--- config.mk ---
export PLATFORM = sky130hd
export DESIGN_NAME = door_auto_close_sequencer_top
export DESIGN_NICKNAME = d
export VERILOG_FILES = /design/src/design/dacs_pkg.sv /design/src/design/dacs_regs.sv /design/src/design/dacs_core.sv /design/src/design/door_auto_close_sequencer_top.sv
export SDC_FILE = /design/constraint.sdc
export NUM_CORES = 1
export LEC_CHECK = 0
export ABC_AREA = 1
export BUFFER_PORTS_ARGS = -buffer_cell sky130_fd_sc_hd__buf_2
export CAP_MARGIN = 20
export CORE_MARGIN = 2
export CORE_UTILIZATION = 55
export DETAILED_ROUTE_END_ITERATION = 16
export PLACE_DENSITY = 0.74
export SLEW_MARGIN = 0
export SYNTH_ARGS = -nofsm -noshare
export SYNTH_HDL_FRONTEND = slang
export SYNTH_SLANG_ARGS = --single-unit
export TNS_END_PERCENT = 10
--- constraint.sdc ---
create_clock -name clk -period 7.4 [get_ports clk]
set_input_delay 1.85 -clock clk [delete_from_list [all_inputs] [get_ports clk]]
set_output_delay 1.85 -clock clk [all_outputs]
set_load 0.03 [all_outputs]
--- src/design/dacs_pkg.sv ---
// Shared types, codes and constants of the door auto-close sequencer.
// Used by dacs_regs, dacs_core and door_auto_close_sequencer_top; no dependencies.
`timescale 1ns / 1ps

package dacs_pkg;

  // Timing constants of the sequence.
  localparam int TICK_MS           = 100;
  localparam int TRIGGER_WINDOW_MS = 5000;
  localparam int MS_PER_S          = 1000;
  localparam int S_PER_HOUR        = 3600;
  localparam int HOUR_NEVER        = 24;
  localparam int MOVE_GRACE_MS     = 1000;
  localparam int LOCKOUT_MS        = TRIGGER_WINDOW_MS + 1000;

  localparam int ELAPSED_W = 22;
  localparam int SEC_W     = 17;
  localparam logic [ELAPSED_W-1:0] ELAPSED_MAX = '1;

  // Register file layout.
  localparam int ADDR_W = 5;
  localparam int DATA_W = 32;
  localparam logic [2:0] REG_CLOSE_HOUR   = 3'd0;
  localparam logic [2:0] REG_PREWARN      = 3'd1;
  localparam logic [2:0] REG_PAUSE        = 3'd2;
  localparam logic [2:0] REG_ERROR_WAIT   = 3'd3;
  localparam logic [2:0] REG_VENT_TIMEOUT = 3'd4;
  localparam logic [2:0] REG_VENT_HOLD    = 3'd5;

  // Operation codes of an input beat.
  localparam logic [1:0] OP_TICK   = 2'd0;
  localparam logic [1:0] OP_AUTO   = 2'd1;
  localparam logic [1:0] OP_PARCEL = 2'd2;
  localparam logic [1:0] OP_ABORT  = 2'd3;

  // Action codes of a result beat.
  localparam logic [1:0] ACT_NONE  = 2'd0;
  localparam logic [1:0] ACT_CLOSE = 2'd1;
  localparam logic [1:0] ACT_STOP  = 2'd2;
  localparam logic [1:0] ACT_VENT  = 2'd3;

  // Phase codes as they appear on the result channel.
  localparam logic [3:0] PHC_IDLE    = 4'd0;
  localparam logic [3:0] PHC_START   = 4'd1;
  localparam logic [3:0] PHC_PREWARN = 4'd2;
  localparam logic [3:0] PHC_PAUSE   = 4'd3;
  localparam logic [3:0] PHC_CLOSING = 4'd4;
  localparam logic [3:0] PHC_LOCKOUT = 4'd5;
  localparam logic [3:0] PHC_ERRFIX  = 4'd6;
  localparam logic [3:0] PHC_PSTART  = 4'd7;
  localparam logic [3:0] PHC_TOVENT  = 4'd8;
  localparam logic [3:0] PHC_HOLD    = 4'd9;

  // Internal phase state, one-hot.
  typedef enum logic [9:0] {
    PH_IDLE    = 10'b00_0000_0001,
    PH_START   = 10'b00_0000_0010,
    PH_PREWARN = 10'b00_0000_0100,
    PH_PAUSE   = 10'b00_0000_1000,
    PH_CLOSING = 10'b00_0001_0000,
    PH_LOCKOUT = 10'b00_0010_0000,
    PH_ERRFIX  = 10'b00_0100_0000,
    PH_PSTART  = 10'b00_1000_0000,
    PH_TOVENT  = 10'b01_0000_0000,
    PH_HOLD    = 10'b10_0000_0000
  } phase_t;

  typedef struct packed {
    logic [1:0]       operation;
    logic             force_stop;
    logic             door_closed;
    logic             door_error;
    logic             door_moving;
    logic             door_vent_position;
    logic [SEC_W-1:0] second_of_day;
  } in_item_t;

  typedef struct packed {
    logic [1:0] action;
    logic [3:0] phase;
  } out_item_t;

  typedef struct packed {
    logic [4:0]  close_hour;
    logic [7:0]  prewarn_seconds;
    logic [7:0]  pause_seconds;
    logic [15:0] error_wait_ms;
    logic [7:0]  vent_timeout_seconds;
    logic [11:0] vent_hold_seconds;
  } cfg_t;

  // Maps the one-hot phase onto its external code.
  function automatic logic [3:0] phase_code(phase_t ph);
    logic [3:0] code;
    case (ph)
      PH_IDLE:    code = PHC_IDLE;
      PH_START:   code = PHC_START;
      PH_PREWARN: code = PHC_PREWARN;
      PH_PAUSE:   code = PHC_PAUSE;
      PH_CLOSING: code = PHC_CLOSING;
      PH_LOCKOUT: code = PHC_LOCKOUT;
      PH_ERRFIX:  code = PHC_ERRFIX;
      PH_PSTART:  code = PHC_PSTART;
      PH_TOVENT:  code = PHC_TOVENT;
      PH_HOLD:    code = PHC_HOLD;
      default:    code = PHC_IDLE;
    endcase
    return code;
  endfunction

endpackage

--- src/design/dacs_regs.sv ---
// Configuration register file of the door auto-close sequencer, APB-style access.
// Depends on dacs_pkg.
`timescale 1ns / 1ps

module dacs_regs (
  input  logic                        clk,
  input  logic                        rst_n,
  input  logic                        psel,
  input  logic                        penable,
  input  logic                        pwrite,
  input  logic [dacs_pkg::ADDR_W-1:0] paddr,
  input  logic [dacs_pkg::DATA_W-1:0] pwdata,
  output logic [dacs_pkg::DATA_W-1:0] prdata,
  output logic                        pready,
  output dacs_pkg::cfg_t              cfg
);
  import dacs_pkg::*;

  cfg_t       cfg_r;
  logic       wr_en;
  logic [2:0] reg_idx;

  assign pready  = 1'b1;
  assign wr_en   = psel && penable && pwrite;
  assign reg_idx = paddr[ADDR_W-1:2];
  assign cfg     = cfg_r;

  // Register writes in the access phase.
  always_ff @(posedge clk) begin
    if (!rst_n) begin
      cfg_r.close_hour           <= 5'(HOUR_NEVER);
      cfg_r.prewarn_seconds      <= 8'd5;
      cfg_r.pause_seconds        <= 8'd10;
      cfg_r.error_wait_ms        <= 16'd5000;
      cfg_r.vent_timeout_seconds <= 8'd60;
      cfg_r.vent_hold_seconds    <= 12'd600;
    end else if (wr_en) begin
      case (reg_idx)
        REG_CLOSE_HOUR:   cfg_r.close_hour           <= pwdata[4:0];
        REG_PREWARN:      cfg_r.prewarn_seconds      <= pwdata[7:0];
        REG_PAUSE:        cfg_r.pause_seconds        <= pwdata[7:0];
        REG_ERROR_WAIT:   cfg_r.error_wait_ms        <= pwdata[15:0];
        REG_VENT_TIMEOUT: cfg_r.vent_timeout_seconds <= pwdata[7:0];
        REG_VENT_HOLD:    cfg_r.vent_hold_seconds    <= pwdata[11:0];
        default: ;
      endcase
    end
  end

  // Read mux, zero-extended to the bus width.
  always_comb begin
    case (reg_idx)
      REG_CLOSE_HOUR:   prdata = DATA_W'(cfg_r.close_hour);
      REG_PREWARN:      prdata = DATA_W'(cfg_r.prewarn_seconds);
      REG_PAUSE:        prdata = DATA_W'(cfg_r.pause_seconds);
      REG_ERROR_WAIT:   prdata = DATA_W'(cfg_r.error_wait_ms);
      REG_VENT_TIMEOUT: prdata = DATA_W'(cfg_r.vent_timeout_seconds);
      REG_VENT_HOLD:    prdata = DATA_W'(cfg_r.vent_hold_seconds);
      default:          prdata = '0;
    endcase
  end

endmodule

--- src/design/dacs_core.sv ---
// Phase and elapsed-time state of the door auto-close sequencer with its update logic.
// Depends on dacs_pkg; fed by the input register in the top level.
`timescale 1ns / 1ps

module dacs_core (
  input  logic                clk,
  input  logic                rst_n,
  input  logic                en,
  input  dacs_pkg::in_item_t  item,
  input  dacs_pkg::cfg_t      cfg,
  output dacs_pkg::out_item_t result
);
  import dacs_pkg::*;

  phase_t                phase_r, phase_nxt, ph_eff;
  logic [ELAPSED_W-1:0]  elapsed_r, elapsed_nxt;
  logic [ELAPSED_W:0]    el_sum;
  logic [ELAPSED_W-1:0]  el_tick;
  logic [SEC_W-1:0]      win_start;
  logic [SEC_W:0]        win_end;
  logic                  trig;
  logic [ELAPSED_W-1:0]  thr_prewarn, thr_pause, thr_vent_to, thr_hold;
  logic [1:0]            act;

  // Saturating elapsed-time advance for a tick.
  assign el_sum  = {1'b0, elapsed_r} + (ELAPSED_W+1)'(TICK_MS);
  assign el_tick = (el_sum > {1'b0, ELAPSED_MAX}) ? ELAPSED_MAX : el_sum[ELAPSED_W-1:0];

  // Scheduled-hour trigger window, only taken from idle.
  assign win_start = SEC_W'(32'(cfg.close_hour) * S_PER_HOUR);
  assign win_end   = (SEC_W+1)'(win_start) + (SEC_W+1)'(TRIGGER_WINDOW_MS / MS_PER_S);
  assign trig      = (cfg.close_hour < 5'(HOUR_NEVER))
                     && (item.second_of_day >= win_start)
                     && ((SEC_W+1)'(item.second_of_day) <= win_end)
                     && (phase_r == PH_IDLE);

  // Second-based limits scaled to milliseconds.
  assign thr_prewarn = ELAPSED_W'(32'(cfg.prewarn_seconds) * MS_PER_S);
  assign thr_pause   = ELAPSED_W'(32'(cfg.pause_seconds) * MS_PER_S);
  assign thr_vent_to = ELAPSED_W'(32'(cfg.vent_timeout_seconds) * MS_PER_S);
  assign thr_hold    = ELAPSED_W'(32'(cfg.vent_hold_seconds) * MS_PER_S);

  // Next phase, elapsed time and action for the current beat.
  always_comb begin
    phase_nxt   = phase_r;
    elapsed_nxt = elapsed_r;
    ph_eff      = phase_r;
    act         = ACT_NONE;
    case (item.operation)
      OP_TICK: begin
        elapsed_nxt = el_tick;
        if (trig) begin
          ph_eff = PH_START;
        end
        phase_nxt = ph_eff;
        case (ph_eff)
          PH_START: begin
            act         = ACT_CLOSE;
            phase_nxt   = PH_PREWARN;
            elapsed_nxt = '0;
          end
          PH_PREWARN: begin
            if (el_tick > thr_prewarn) begin
              act         = ACT_STOP;
              phase_nxt   = PH_PAUSE;
              elapsed_nxt = '0;
            end
          end
          PH_PAUSE: begin
            if (el_tick > thr_pause) begin
              act         = ACT_CLOSE;
              phase_nxt   = PH_CLOSING;
              elapsed_nxt = '0;
            end else if (item.door_moving && el_tick > ELAPSED_W'(MOVE_GRACE_MS)) begin
              phase_nxt   = PH_LOCKOUT;
              elapsed_nxt = '0;
            end
          end
          PH_CLOSING, PH_LOCKOUT: begin
            if (el_tick > ELAPSED_W'(LOCKOUT_MS)) begin
              phase_nxt   = PH_IDLE;
              elapsed_nxt = '0;
            end
          end
          PH_ERRFIX: begin
            if (el_tick > ELAPSED_W'(cfg.error_wait_ms)) begin
              phase_nxt = PH_PSTART;
            end
          end
          PH_PSTART: begin
            act         = ACT_VENT;
            phase_nxt   = PH_TOVENT;
            elapsed_nxt = '0;
          end
          PH_TOVENT: begin
            if (item.door_vent_position || el_tick > thr_vent_to) begin
              phase_nxt   = PH_HOLD;
              elapsed_nxt = '0;
            end
          end
          PH_HOLD: begin
            // The timer keeps running into the closing phase.
            if (el_tick > thr_hold) begin
              act       = ACT_CLOSE;
              phase_nxt = PH_CLOSING;
            end
          end
          default: ;
        endcase
      end
      OP_AUTO: begin
        if (phase_r == PH_IDLE) begin
          phase_nxt = PH_START;
        end
      end
      OP_PARCEL: begin
        if (phase_r == PH_IDLE && item.door_closed) begin
          if (item.door_error) begin
            act         = ACT_CLOSE;
            phase_nxt   = PH_ERRFIX;
            elapsed_nxt = '0;
          end else begin
            phase_nxt = PH_PSTART;
          end
        end
      end
      OP_ABORT: begin
        phase_nxt   = PH_LOCKOUT;
        elapsed_nxt = '0;
        if (item.force_stop) begin
          act = ACT_STOP;
        end
      end
      default: ;
    endcase
  end

  assign result.action = act;
  assign result.phase  = phase_code(phase_nxt);

  // State update on each accepted beat.
  always_ff @(posedge clk) begin
    if (!rst_n) begin
      phase_r   <= PH_IDLE;
      elapsed_r <= '0;
    end else if (en) begin
      phase_r   <= phase_nxt;
      elapsed_r <= elapsed_nxt;
    end
  end

  // An abort always lands in the lockout with a cleared timer.
  a_abort_lockout: assert property (@(posedge clk) disable iff (!rst_n)
    en && item.operation == OP_ABORT |=> phase_r == PH_LOCKOUT && elapsed_r == '0)
    else $error("abort did not enter lockout with cleared timer");

  // Without a beat the state does not move.
  a_state_hold: assert property (@(posedge clk) disable iff (!rst_n)
    !en |=> $stable(phase_r) && $stable(elapsed_r))
    else $error("state changed without a beat");

  // An auto-close request outside idle leaves the state untouched.
  a_busy_request: assert property (@(posedge clk) disable iff (!rst_n)
    en && item.operation == OP_AUTO && phase_r != PH_IDLE
    |=> $stable(phase_r) && $stable(elapsed_r))
    else $error("auto-close request changed a busy sequence");

endmodule

--- src/design/door_auto_close_sequencer_top.sv ---
// Top level of the door auto-close sequencer: handshake registers and instances.
// Depends on dacs_pkg, dacs_regs and dacs_core.
`timescale 1ns / 1ps

// The sequencer takes one input beat per clock cycle while out_ready allows it
// and returns exactly one result beat for it. A beat is captured in an input
// register, processed by the phase logic once the result register is free or
// being drained, and written to the result register. The sustained throughput
// is one beat per cycle while out_ready stays high; the phase and timer update
// feeds the next beat directly. A result waiting on out_ready holds back at
// most the one beat in the input register. Configuration registers sit at byte
// addresses 0 to 20; the user must write them only while no beat is in flight,
// and the block itself does not enforce this.
module door_auto_close_sequencer_top (
  input  logic                        clk,
  input  logic                        rst_n,
  input  logic                        in_valid,
  output logic                        in_ready,
  input  dacs_pkg::in_item_t          in_data,
  output logic                        out_valid,
  input  logic                        out_ready,
  output dacs_pkg::out_item_t         out_data,
  input  logic                        psel,
  input  logic                        penable,
  input  logic                        pwrite,
  input  logic [dacs_pkg::ADDR_W-1:0] paddr,
  input  logic [dacs_pkg::DATA_W-1:0] pwdata,
  output logic [dacs_pkg::DATA_W-1:0] prdata,
  output logic                        pready
);
  import dacs_pkg::*;

  cfg_t      cfg;
  in_item_t  s1_data_r;
  logic      s1_valid_r;
  out_item_t out_data_r, result;
  logic      out_valid_r;
  logic      fire;

  dacs_regs u_regs (
    .clk     (clk),
    .rst_n   (rst_n),
    .psel    (psel),
    .penable (penable),
    .pwrite  (pwrite),
    .paddr   (paddr),
    .pwdata  (pwdata),
    .prdata  (prdata),
    .pready  (pready),
    .cfg     (cfg)
  );

  dacs_core u_core (
    .clk    (clk),
    .rst_n  (rst_n),
    .en     (fire),
    .item   (s1_data_r),
    .cfg    (cfg),
    .result (result)
  );

  // A held beat moves on when the result register is free or being drained.
  assign fire     = s1_valid_r && (!out_valid_r || out_ready);
  assign in_ready = !s1_valid_r || fire;

  // Input register.
  always_ff @(posedge clk) begin
    if (!rst_n) begin
      s1_valid_r <= 1'b0;
    end else if (in_ready) begin
      s1_valid_r <= in_valid;
    end
  end

  always_ff @(posedge clk) begin
    if (in_valid && in_ready) begin
      s1_data_r <= in_data;
    end
  end

  // Result register.
  always_ff @(posedge clk) begin
    if (!rst_n) begin
      out_valid_r <= 1'b0;
    end else if (fire) begin
      out_valid_r <= 1'b1;
    end else if (out_ready) begin
      out_valid_r <= 1'b0;
    end
  end

  always_ff @(posedge clk) begin
    if (fire) begin
      out_data_r <= result;
    end
  end

  assign out_valid = out_valid_r;
  assign out_data  = out_data_r;

  // Every processed beat shows up as a result.
  a_fire_to_out: assert property (@(posedge clk) disable iff (!rst_n)
    fire |=> out_valid_r)
    else $error("processed beat produced no result");

  // An accepted beat is held in the input register.
  a_accept_held: assert property (@(posedge clk) disable iff (!rst_n)
    in_valid && in_ready |=> s1_valid_r)
    else $error("accepted beat was lost");

endmodule
**After elaboration in Yosys (flattened, before gate mapping)**

Cells that the tools add are included.

- Logic and storage cells: 129
- Register bits after elaboration: 121
- Output and inout port bits: 41
- Bits of input ports: 68

- Equality and inequality tests: 29
- $lt $le $gt $ge: 11
- Add/sub/neg operators: 2
- $mul: 5
- Multiplexer cells: 36
- Reductions and logical operators: 27

Operators by type and width:

| cell | number |
|---|---|
| 22-bit two-way mux | 8 |
| 10-bit two-way mux | 11 |
| 22-bit case mux with 5 select lines | 1 |
| 16-bit case mux with 6 select lines | 1 |
| 10-bit case mux with 8 select lines | 1 |
| 22-bit by 18-bit greater-than comparator with 1-bit output | 3 |
| 22-bit case mux with 3 select lines | 1 |
| 8-bit by 7-bit multiplier with 15-bit output (second input constant) | 3 |
| 10-bit case mux with 4 select lines | 1 |
| 4-bit case mux with 9 select lines | 1 |
| 22-bit by 7-bit adder with 23-bit output (second input constant) | 1 |
| 23-bit by 22-bit greater-than comparator with 1-bit output (second input constant) | 1 |
| 22-bit by 10-bit greater-than comparator with 1-bit output (second input constant) | 1 |
| 22-bit by 13-bit greater-than comparator with 1-bit output (second input constant) | 1 |
| 22-bit by 16-bit greater-than comparator with 1-bit output | 1 |
| 22-bit greater-than comparator | 1 |
| 10-bit equality test (second input constant) | 2 |
| 10-bit by 2-bit equality test with 1-bit output (second input constant) | 2 |
| 10-bit by 3-bit equality test with 1-bit output (second input constant) | 2 |
| 10-bit by 4-bit equality test with 1-bit output (second input constant) | 2 |
| 10-bit by 5-bit equality test with 1-bit output (second input constant) | 2 |
| 10-bit by 6-bit equality test with 1-bit output (second input constant) | 2 |
| 10-bit by 7-bit equality test with 1-bit output (second input constant) | 2 |
| 10-bit by 8-bit equality test with 1-bit output (second input constant) | 2 |
| other kinds (30) | 57 |

**Depth between registers and ports, before layout**

- Depth after elaboration: 13
- Depth in mapped cells: 39
- Depth with buffers taken out: 39

**Cells and area by module**

A second synthesis with hierarchy kept.

- Cells, all modules: 2,086
- Area, all modules: 15,857.7 um^2

Modules (own cells, without submodules):

| module | area each (um^2) | cells an instance | seq. area each (um^2) | instances |
|---|---|---|---|---|
| dacs_core | 11,800.1 | 1,575 | 640.6 | 1 |
| dacs_regs | 3,061.7 | 468 | 1,141.1 | 1 |
| door_auto_close_sequencer_top | 996.0 | 43 | 940.9 | 1 |

**Worst setup path after synthesis**

No wires, ideal clock.

- Kind: register to register
- Start: register u_regs.cfg_r (netlist bit u_regs.cfg[1])
- End: register out_data_r (netlist bit out_data[3]) (data pin)
- Library setup time: 149 ps
- Slack: 979 ps
- Data arrival time: 6,272 ps
- Path buffers: 0
- Data required time: 7,251 ps
- Cell stages (with the launch flop): 35
- Period minus slack after synthesis: 6,421 ps
- Path through: dfxtp_1 > inv_1 > fa_1 > fa_1 > fa_1 > fa_1 > inv_1 > ha_1 > inv_1 > nor4_1 > nand2_1 > o311ai_0 > a21oi_1 > o21ai_0 > a21oi_1 > o21bai_1 > a21oi_1 > o21bai_1 > nand2_1 > nand2_1 > a21oi_1 > xnor2_1 > ha_1 > nand4_1 > nor4b_1 > nand2_1 > o21ai_1 > nand2_1 > nand2_1 > nand4_1 > a21oi_1 > nand3_1 > inv_2 > nand2_1 > nor3b_2

RTL lines:

| element | line | text |
|---|---|---|
| start: declaration | dacs_regs.sv:19 | `cfg_t cfg_r;` |
| end signal: assignment | door_auto_close_sequencer_top.sv:94 | `out_data_r <= result;` |
| end: declaration | door_auto_close_sequencer_top.sv:36 | `out_item_t out_data_r, result;` |

==> impl_metrics.ini <==
[sta]
fmax_ghz = 0.144
slew_headroom = 0.338
skew_ns = 0.0124
period_needed_ns = 6.96
setup_viol = 0
tightest_slew_ns = 0.989
slew_viol_final = 0
finalWorstSetupSlack_ns = 0.437
fin_tns_setup_ns = 0
rsz0062_at_grt = no
hold_viol = 0
fin_crit_sh = 0.941

[route]
wl_met1_um = 17700
totalWireLength_um = 41800
vias = 13700
viasPerCell = 5.65
wl_met2_um = 19500
drt-initial-drc-count = 1165
dr.pass1.iters = 6
routed-wl-met3_um = 2760
drc = 0
ant_nets = 0
wl_per_cell_um = 17.2
highest_layer = met4

[power_and_ir_drop]
peakVddDrop_mv = 0.112
p_per_area_nw_per_um2 = 133
leakage_uw = 0.00863

[cts]
htree_levels = 4
cts.sinks = 121
clk_latency_ns = 0.45
clkTransAtPathRegs_ns = 0.06
cts_tree = yes
cts-buffers-inserted = 17
cts_buffer_depth = 2
hold_buffers = 0
root_buffer = clkbuf_16

[synthesis]
yosysUniqueCellTypes = 60
synth-seq-cells = 121
synth_edf_count = 30
async_reset_ff_frac = 0
yosys-top-cells-area = ha_1, fa_1, dfxtp_1, inv_1, nand2_1
post-synth-top-count-cell = inv_1
syn_avg_cell_area_um2 = 7.86
synth_common_cells = inv_1, nand2_1, ha_1
yosys_warnings = 0
synthFlopType = dfxtp_1
synth.largest_area_cell = ha_1
yosysTopAreaCellShare = 0.221
synth_area_um2 = 15400
synth_seq_area_share = 0.177
synth_cells = 1955

[min_path]
min_path_type = flop to flop

[floorplanning]
io_pins = 109
die_h_um = 171
dieArea_um2 = 29300
die_x_um = 171
start_util = 0.556
rows = 61
fp.coreArea_um2 = 27600

[worst_setup_path]
r2r-end = out_data[0]$_DFFE_PP_
r2r-start = u_regs.cfg[1]$_SDFFE_PN0P_
path_class = flop to flop
cp.required_ns = 7.57
cp.arrival_ns = 7.14
startpoint_type = flop
ff2ff_setup_slack_ns = 0.44
critPathMaxStageDelay_ns = 0.57
critical_path.endpoint = out_data[0]$_DFFE_PP_
worst-r2r-cell-count = 38
crit_path_end_kind = flop
crit_top_cell = nand2_1
worst-path-max-fanout = 6
critPathSlowestCell = fa_2
startpoint = u_regs.cfg[1]$_SDFFE_PN0P_

[final_layout]
area_growth_pct = 8.95
fin_util = 0.606
fin_nets = 2475
fin_area_um2 = 16700
num_antenna_cells = 0
drive_gt1_frac = 0.0978

[status]
status = finished clean

[global_route]
grt_max_degree = 53
gr-total-overflow = 0
track_usage = 0.294
grt_pass1_wl_um = 67000
antenna_found_initial = 0
grt_pass1_vias = 13300

[place]
dp_hpwl_um = 32400
placed_area_um2 = 16100
place_congestion = 0.984
dpl_worst_slack_ns = 0.101
port_buffers = 73

[run]
drv_cap = 0
## final cells by class
type | count | area (µm²)
multi-input cells | 1437 | 11100
fillers | 2514 | 10900
flip-flops and latches | 121 | 2720
inverters | 366 | 1370
repair buffers | 88 | 485
well taps | 378 | 473
clock buffers | 18 | 439
clock inverters | 14 | 148
## cells by family after synthesis
family          after synthesis  share of synthesized area
fa+ha+maj                   376                      0.357
buf+inv                     412                      0.107
simple gates                637                      0.195
other cells                   2                   0.000489
xor+xnor                     60                     0.0342
compound gates              347                      0.129
flops                       121                      0.177
## metal layers
metal,vias to the layer above,GRT usage
met2,496,0.493
met1,6460,0.375
met4,0,0.126
met3,125,0.0492
met5,-,0
li1,6608,-
## registers in the layout, indices dropped and copies added (netlist names)
name / flops
s1_data_r: 24
out_valid: 1
out_data: 6
u_core.phase_r: 10
u_regs.cfg: 57
s1_valid_r: 1
u_core.elapsed_r: 22
## through the flow
stage / std cells / power [µW] / hold WS [ns]
2_1_floorplan: 1970 / 1220 / 0.450
3_3_place_gp: 2385 / 1340 / 0.484
3_5_place_dp: 2385 / 1360 / 0.496
4_1_cts: 2417 / 2220 / 0.504
5_1_grt: 2422 / 2360 / 0.525
6_report: 2422 / 2230 / 0.505
## how the worst min path moves through the flow
stage / startpoint / end / slack, ns / cells after the start
2_1_floorplan: u_regs.cfg[21]$_SDFFE_PN0P_ / u_regs.cfg[21]$_SDFFE_PN0P_ / 0.45 / 2
5_1_grt: u_regs.cfg[30]$_SDFFE_PN0P_ / u_regs.cfg[30]$_SDFFE_PN0P_ / 0.52 / 2
3_3_place_gp: u_regs.cfg[31]$_SDFFE_PN0P_ / u_regs.cfg[31]$_SDFFE_PN0P_ / 0.48 / 2
4_1_cts: u_regs.cfg[30]$_SDFFE_PN0P_ / u_regs.cfg[30]$_SDFFE_PN0P_ / 0.50 / 2
3_5_place_dp: u_regs.cfg[30]$_SDFFE_PN0P_ / u_regs.cfg[30]$_SDFFE_PN0P_ / 0.50 / 2
6_report: out_valid$_SDFFE_PN0P_ / out_valid$_SDFFE_PN0P_ / 0.51 / 2
## where the power goes
group	leakage [µW]	switching, µW	internal [µW]	total (µW)
Combinational	0.00733	421	243	664
Clock	0.000275	348	504	852
Sequential	0.00103	18.3	699	717
Total	0.00863	787	1450	2230
## layout by cell type, fill, tap and decap left out, types with 43 or more instances in the layout
master   netlist  layout
nand3_1      110     110
inv_1        352     349
a21oi_1      167     167
xor2_1        43      43
nand2_1      275     275
ha_1         271     271
dfxtp_1       91      90
fa_1         105     104
nor2_1       124     123
o21ai_0       90      88
buf_2          1      73
## what timing repair did
item | 4_1_cts | 5_1_grt
resized for setup | 0 | 13
setup buffers | 0 | 4
endpoints found under the hold margin | 0 | 0
endpoints found under the setup margin | 0 | 7
## worst max-delay path: cells and delay by family, from the launching register on
family,cells,cell delay [ns]
buffers and inverters,5,0.54
flip-flops,1,0.31
XOR/XNOR,2,0.29
AO/OA/AOI/OAI,9,1.17
AND/OR/NAND/NOR,16,1.96
adder cells (fa/ha/maj),6,2.43
Power figures use the tool's default switching activity.
